[src/design/tvw_pkg.sv]
// ----------------------------------------------------------------------------
// tvw_pkg
// Types and constants shared by the triangle vertex welder.
// ----------------------------------------------------------------------------
package tvw_pkg;

  localparam int TableDepth = 1024;
  localparam int IdxW       = $clog2(TableDepth);
  localparam int CntW       = IdxW + 1;
  localparam int OutIdxW    = 10;

  typedef enum logic [1:0] {
    KIND_POS  = 2'd0,
    KIND_NORM = 2'd1,
    KIND_UV   = 2'd2
  } kind_t;

  typedef enum logic [2:0] {
    ST_IDLE,
    ST_SCAN,
    ST_WAIT,
    ST_INSERT,
    ST_DECIDE,
    ST_EMIT
  } state_t;

  // request from the controller to the search unit
  typedef struct packed {
    logic        start;
    kind_t       kind;
  } srch_req_t;

  // search unit status
  typedef struct packed {
    logic            done;
    logic            found;
    logic [IdxW-1:0] idx;
  } srch_rsp_t;

  localparam logic [1:0] CORNER_TWO   = 2'd2;
  localparam logic [1:0] CORNER_THREE = 2'd3;

endpackage

[src/design/tvw_search.sv]
// ----------------------------------------------------------------------------
// tvw_search
// Linear scan: one table entry read per cycle, distance test pipelined.
// ----------------------------------------------------------------------------
module tvw_search
  import tvw_pkg::*;
(
  input  logic            clk,
  input  logic            rst_n,
  input  srch_req_t       req,
  input  logic [CntW-1:0] count,
  input  logic [31:0]     threshold,
  input  logic [31:0]     q_a,
  input  logic [31:0]     q_b,
  input  logic [31:0]     q_c,
  output logic [IdxW-1:0] rd_addr,
  input  logic [31:0]     rd_a,
  input  logic [31:0]     rd_b,
  input  logic [31:0]     rd_c,
  output srch_rsp_t       rsp
);

  logic            busy_r, busy_nxt;
  logic [CntW-1:0] addr_r, addr_nxt;
  logic            v1_r, v2_r, v3_r;
  logic [IdxW-1:0] i1_r, i2_r, i3_r;
  logic [16:0]     da_r, db_r, dc_r;
  logic [31:0]     sa_r, sb_r, sc_r;
  logic            far2_r;
  logic [33:0]     sum;
  logic            hit;
  logic            found_r, found_nxt;
  logic [IdxW-1:0] idx_r, idx_nxt;
  logic            done_r;
  logic            is_uv;

  function automatic logic [16:0] absdiff(input logic [31:0] a, input logic [31:0] b);
    logic signed [32:0] d;
    logic [32:0]        m;
    d = $signed({a[31], a}) - $signed({b[31], b});
    m = d[32] ? 33'(-d) : 33'(d);
    return (m[32:16] != 17'd0) ? 17'h10000 : {1'b0, m[15:0]};
  endfunction

  assign is_uv   = (req.kind == KIND_UV);
  assign rd_addr = addr_r[IdxW-1:0];

  // stage 1: differences, stage 2: squares, stage 3: sum and compare
  always_ff @(posedge clk) begin
    da_r   <= absdiff(rd_a, q_a);
    db_r   <= absdiff(rd_b, q_b);
    dc_r   <= is_uv ? 17'd0 : absdiff(rd_c, q_c);
    sa_r   <= da_r[15:0] * da_r[15:0];
    sb_r   <= db_r[15:0] * db_r[15:0];
    sc_r   <= dc_r[15:0] * dc_r[15:0];
    far2_r <= da_r[16] | db_r[16] | dc_r[16];
    i2_r   <= i1_r;
    i3_r   <= i2_r;
    i1_r   <= addr_r[IdxW-1:0];
  end

  assign sum = 34'(sa_r) + 34'(sb_r) + 34'(sc_r);
  assign hit = v3_r && !far2_r && (sum <= 34'(threshold));

  always_comb begin
    busy_nxt  = busy_r;
    addr_nxt  = addr_r;
    found_nxt = found_r;
    idx_nxt   = idx_r;
    if (req.start) begin
      busy_nxt  = 1'b1;
      addr_nxt  = '0;
      found_nxt = 1'b0;
      idx_nxt   = '0;
    end else if (busy_r) begin
      if (hit && !found_r) begin
        found_nxt = 1'b1;
        idx_nxt   = i3_r;
      end
      if (addr_r < count) begin
        addr_nxt = addr_r + CntW'(1);
      end
      if ((hit || found_r) || (addr_r >= count && !v1_r && !v2_r && !v3_r)) begin
        busy_nxt = 1'b0;
      end
    end
  end

  always_ff @(posedge clk) begin
    if (!rst_n) begin
      busy_r  <= 1'b0;
      v1_r    <= 1'b0;
      v2_r    <= 1'b0;
      v3_r    <= 1'b0;
      done_r  <= 1'b0;
      found_r <= 1'b0;
      addr_r  <= '0;
      idx_r   <= '0;
    end else begin
      busy_r  <= busy_nxt;
      addr_r  <= addr_nxt;
      found_r <= found_nxt;
      idx_r   <= idx_nxt;
      v1_r    <= busy_r && !req.start && (addr_r < count) && busy_nxt;
      v2_r    <= v1_r && busy_nxt;
      v3_r    <= v2_r && busy_nxt;
      done_r  <= busy_r && !busy_nxt && !req.start;
    end
  end

  assign rsp.done  = done_r;
  assign rsp.found = found_r;
  assign rsp.idx   = idx_r;

  a_done_idle: assert property (@(posedge clk) disable iff (!rst_n)
    rsp.done |-> !busy_r) else $error("done while busy");
  a_found_in_range: assert property (@(posedge clk) disable iff (!rst_n)
    (rsp.done && rsp.found) |-> (CntW'(rsp.idx) < count)) else $error("hit past count");
  a_addr_bound: assert property (@(posedge clk) disable iff (!rst_n)
    busy_r |-> (addr_r <= count)) else $error("scan past count");

endmodule

[config.mk]
export PLATFORM = sky130hd
export DESIGN_NAME = tvw_search
export DESIGN_NICKNAME = d
export VERILOG_FILES = /design/src/design/tvw_pkg.sv /design/src/design/tvw_search.sv
export SDC_FILE = /design/constraint.sdc
export NUM_CORES = 2
export LEC_CHECK = 0
export ABC_AREA = 0
export BUFFER_PORTS_ARGS = -buffer_cell sky130_fd_sc_hd__buf_2
export CORE_UTILIZATION = 39
export DETAILED_ROUTE_END_ITERATION = 7
export GPL_TIMING_DRIVEN = 0
export PLACE_DENSITY = 0.7
export SLEW_MARGIN = 20
export SYNTH_ARGS = -nofsm -noshare
export SYNTH_HDL_FRONTEND = slang
export SYNTH_SLANG_ARGS = --single-unit
[constraint.sdc]
create_clock -name clk -period 6.15 [get_ports clk]
set_input_delay 0.615 -clock clk [delete_from_list [all_inputs] [get_ports clk]]
set_output_delay 0.615 -clock clk [all_outputs]
set_load 0.01 [all_outputs]
## After elaboration in Yosys (flattened, before gate mapping)

Index checks and enable logic that the tools add are counted.

| operators by class | value |
|---|---|
| $add $sub $neg | 9 |
| reductions and logical operators | 29 |
| $lt $le $gt $ge | 3 |
| $mul | 3 |
| muxes and demuxes | 9 |
| eq/ne operators | 1 |
| bitwise operators | 3 |

Operators by type and width:

| kind | count |
|---|---|
| 2-to-1 mux 33 bit | 3 |
| negator 33 bit | 3 |
| subtractor 32 x 32 -> 33 bit | 3 |
| multiplier 16 x 16 -> 32 bit | 3 |
| 2-to-1 mux 17 bit | 3 |
| nonzero test 17 bit | 3 |
| adder 33 x 32 -> 34 bit | 1 |
| less-or-equal comparator 34 x 32 -> 1 bit | 1 |
| adder 32 x 32 -> 33 bit | 1 |
| logical AND 1 bit | 13 |
| adder 11 x 1 -> 11 bit (second input constant) | 1 |
| greater-or-equal comparator 11 bit | 1 |
| less-than comparator 11 bit | 1 |
| logical NOT 1 bit | 7 |
| AND reduction 2 bit | 2 |
| OR reduction 2 bit | 2 |
| 2-to-1 mux 1 bit | 3 |
| == test 2 bit (second input constant) | 1 |
| logical OR 1 bit | 2 |
| OR 1 bit | 2 |
| NOT 1 bit | 1 |

| word-level totals | value |
|---|---|
| register bits | 205 |
| output and inout bits | 22 |
| word-level logic and storage cells | 78 |
| input bits | 240 |

## Depth between registers and ports, before layout

| logic depth | value |
|---|---|
| word-level depth | 12 |
| depth in mapped cells | 30 |
| depth with buffers taken out | 28 |

## Worst setup path before layout

No wires, ideal clock.

| timing | value |
|---|---|
| path type | reg-to-reg |
| from | register dc_r[3] |
| to | register sc_r[31] |
| path buffers | 1 |
| required time | 6.015 ns |
| arrival | 6.684 ns |
| library setup time | 0.135 ns |
| stages on the path, launching flop included | 29 |
| period minus slack after synthesis | 6.819 ns |
| slack | -0.669 ns |
| cells stage by stage | dfxtp_1 clkbuf_1 nand2_1 inv_1 fa_1 inv_1 fa_1 inv_1 fa_1 inv_1 fa_1 inv_1 fa_1 inv_1 fa_1 inv_1 ha_1 nand2_1 nand2b_1 a21o_1 a221o_1 a221oi_1 o21ai_0 o41ai_1 o211ai_1 nand2b_1 nor2_1 a2111oi_0 xnor2_1 |

| on the way | value |
|---|---|
| longest elaborated chain between the ends | 1 |

Ends and longest elaborated chain:

| item | RTL line | source |
|---|---|---|
| from (decl) | tvw_search.sv:27 | `logic [16:0] da_r, db_r, dc_r;` |
| from (signal assigned) | tvw_search.sv:52 | `dc_r <= is_uv ? 17'd0 : absdiff(rd_c, q_c);` |
| multiplier 16 x 16 -> 32 bit | tvw_search.sv:55 | `sc_r <= dc_r[15:0] * dc_r[15:0];` |
| to (signal assigned) | tvw_search.sv:55 |  |
| to (decl) | tvw_search.sv:28 | `logic [31:0] sa_r, sb_r, sc_r;` |

No other way between the ends.
A chain may end at the register's enable or synchronous reset.

## Worst setup path in the final report

| timing | value |
|---|---|
| from | register db_r[3] |
| to | register sb_r[29] |

| on the way | value |
|---|---|
| longest elaborated chain between the ends | 1 |

Ends and longest elaborated chain:

| item | RTL line | source |
|---|---|---|
| from (decl) | tvw_search.sv:27 |  |
| from (signal assigned) | tvw_search.sv:51 | `db_r <= absdiff(rd_b, q_b);` |
| multiplier 16 x 16 -> 32 bit | tvw_search.sv:54 | `sb_r <= db_r[15:0] * db_r[15:0];` |
| to (signal assigned) | tvw_search.sv:54 |  |
| to (decl) | tvw_search.sv:28 |  |

No other way between the ends.

==> results.ini <==
[sta]
worstMarginPinSlew_ns=1.04
skew_ns=0.0217
fin_crit_sh=1.04
fin_crit_ns=6.37
finalSetupViolCount=11
fmax_mhz=157
hold_violations=0
grt_setup_unrepaired=yes
relSlewSlack=0.301
setup_ws_ns=-0.221
slew_viol_final=0
worst_hold_slack_ns=0.325

[detailed_routing]
dr.pass1.iters=8
drt-vias-per-instance=5.13
vias=31800
wl_per_cell_um=15.3
drc_errors=11
totalWireLength_um=94600
detail-route-antenna-nets=0
dr.first_iter.drc_count=1777

[worst_setup_path]
worstSetupPathType=flip-flop to flip-flop
reg2reg_from=db_r[3]$_SDFF_PP0_
critPathLaunchType=flip-flop
cp_max_fo=4
critPathLaunch=db_r[3]$_SDFF_PP0_
required_ns=6.63
cpMostUsedCell=fa_1
crit_path_end_kind=flip-flop
arrival_ns=6.85
crit_end=sb_r[29]$_DFF_P_
r2r-end=sb_r[29]$_DFF_P_
r2r_cells=28
crit_path_top_delay_cell=fa_1
r2r_slack_ns=-0.22
crit_family=adder cells
critical_path.max_stage_delay_ns=0.54
path_depth=28
crit_buf_inv=8

[logic_synthesis]
ys_warn_count=0
synth-main-ff-cell=dfxtp_1
synth_cell_types=106
synthCells=4507
synth_seq_cells=202
synthArstFlopShare=0
synth_edf_count=0
synth_seq_area_share=0.106
syn_area_um2=38300
synth.avg_cell_area_um2=8.49

[grt]
top_usage_layer=met2
grt_max_degree=16
grt_first_pass_wirelength_um=154000
grtUsageTotal=0.188
antenna_found_initial=3
overflow=0
met3_usage=0.0241
grt_pass1_vias=32000
met1_usage=0.244
use_met2=0.329

[placement]
port_buffers=261
place_congestion=0.901
hpwl_um=77600
dp.cells=6045
place_ws_ns=-1.03

[floorplanning]
die_area_um2=99400
die_height_um=315
die_w_um=315
ioPinCount=262
fp-row-count=114
core_um2=97000
start_util=0.395

[layout]
layout_common_cells=inv_1, fa_1, ha_1
final_common_cell=inv_1
num-nets-final=6147
fin_util=0.460
final_layout_size_suffix_gt1_frac=0.165
antennaDiodeCount=0
final_cells=6200
syn_to_final_growth_pct=16.6

[status]
status=finished, violations left
violations=design-rule violations, negative setup slack

[clocking]
clk_latency_ns=0.56
cts_buffers=24
h-tree-depth=1
path_clk_slew_ns=0.06
clock_sinks=202
cts_tree=done
clk_path_buf_depth=3
cts_root_buf=clkbuf_16

[run]
timing.max_cap.violations=0

[min_path]
worstHoldPathType=flip-flop to flip-flop
hold_start=i2_r[6]$_DFF_P_

[pwr]
power.leakage_uw=0.0230
ir_drop_v=0.000187
power_density_nw_per_um2=96.1

-- synth_stat cells (all sizes together), types with 46 or more instances --
cell type / n / share of area
ha: 475 / 0.16
and2: 159 / 0.026
o21ai: 126 / 0.016
nor3: 77 / 0.010
nor2: 247 / 0.025
nand3: 82 / 0.011
clkbuf: 97 / 0.0095
nand2: 336 / 0.033
dfxtp: 202 / 0.11
a21oi: 220 / 0.029
inv: 918 / 0.090
a21o: 116 / 0.023
fa: 526 / 0.28
o21a: 46 / 0.0090
xor2: 99 / 0.023
xnor2: 143 / 0.033
-- area by class of cell --
class	instances	area, µm²
plain buffers	122	1000
flip-flops and latches	202	4160
inverters	918	3470
repair buffers	374	2240
multi-input cells	3264	31300
clock buffers	26	618
clock inverters	18	289
well taps	1276	1600
fillers	9283	52400
-- cells by family (layout without fill, tap and decap cells) --
group | after synthesis | after routing | synth area share
AND/OR/NAND/NOR | 1218 | 1218 | 0.162
buffers and inverters | 1042 | 1458 | 0.104
adder cells (fa/ha/maj) | 1001 | 1001 | 0.430
AO/OA/AOI/OAI | 785 | 785 | 0.137
XOR/XNOR | 242 | 242 | 0.0554
flip-flops | 202 | 202 | 0.106
multiplexers | 16 | 16 | 0.00438
other | 1 | 2 | 0.0000980
-- worst min-delay path by stage --
stage                      endpoint  slack, ns  cells after the start
floorplan           i2_r[0]$_DFF_P_       0.31                      0
global placement    i2_r[6]$_DFF_P_       0.31                      0
detailed placement  i2_r[4]$_DFF_P_       0.31                      0
CTS                 i2_r[6]$_DFF_P_       0.33                      0
global route        i3_r[4]$_DFF_P_       0.33                      0
finish              i3_r[6]$_DFF_P_       0.33                      0
-- stage by stage --
| step | TNS (ns) | total power, µW | area (µm²) |
|---|---|---|---|
| final | -1.35 | 4290 | 44600 |
| after global routing | -4.95 | 4520 | 44600 |
| after CTS | -1.61 | 4320 | 43600 |
| after detailed placement | -22.51 | 2660 | 41400 |
| after global placement | -17.84 | 2640 | 41400 |
| after floorplan | -0.0166 | 2330 | 38500 |
-- layer usage --
layer / routed length, µm / up-vias
met5: 23 / -
met4: 2260 / 4
met3: 5250 / 141
met2: 46200 / 813
met1: 40800 / 15300
li1: - / 15500
-- report_power, final --
group | internal (µW) | total, µW | switching, µW
clock | 998 | 1650 | 650
combinational | 525 | 1340 | 816
sequential | 1300 | 1300 | 1.86
-- state kept, by name, summed over array words and instances (netlist names), 10 cells and up --
register,count
addr_r,11
da_r,17
db_r,17
dc_r,17
i1_r,10
i2_r,10
i3_r,10
idx_r,10
sa_r,31
sb_r,31
sc_r,31
-- what timing repair did --
| action | CTS | global route |
|---|---|---|
| endpoints found under the hold margin | 0 | 0 |
| gates resized for setup | 252 | 190 |
| buffers inserted | 57 | 60 |
| pin swaps | 84 | 106 |
| hold buffers | 0 | 0 |
| endpoints found under the setup margin | 50 | 45 |
| cloned | 0 | 0 |
Power figures use the tool's default switching activity.
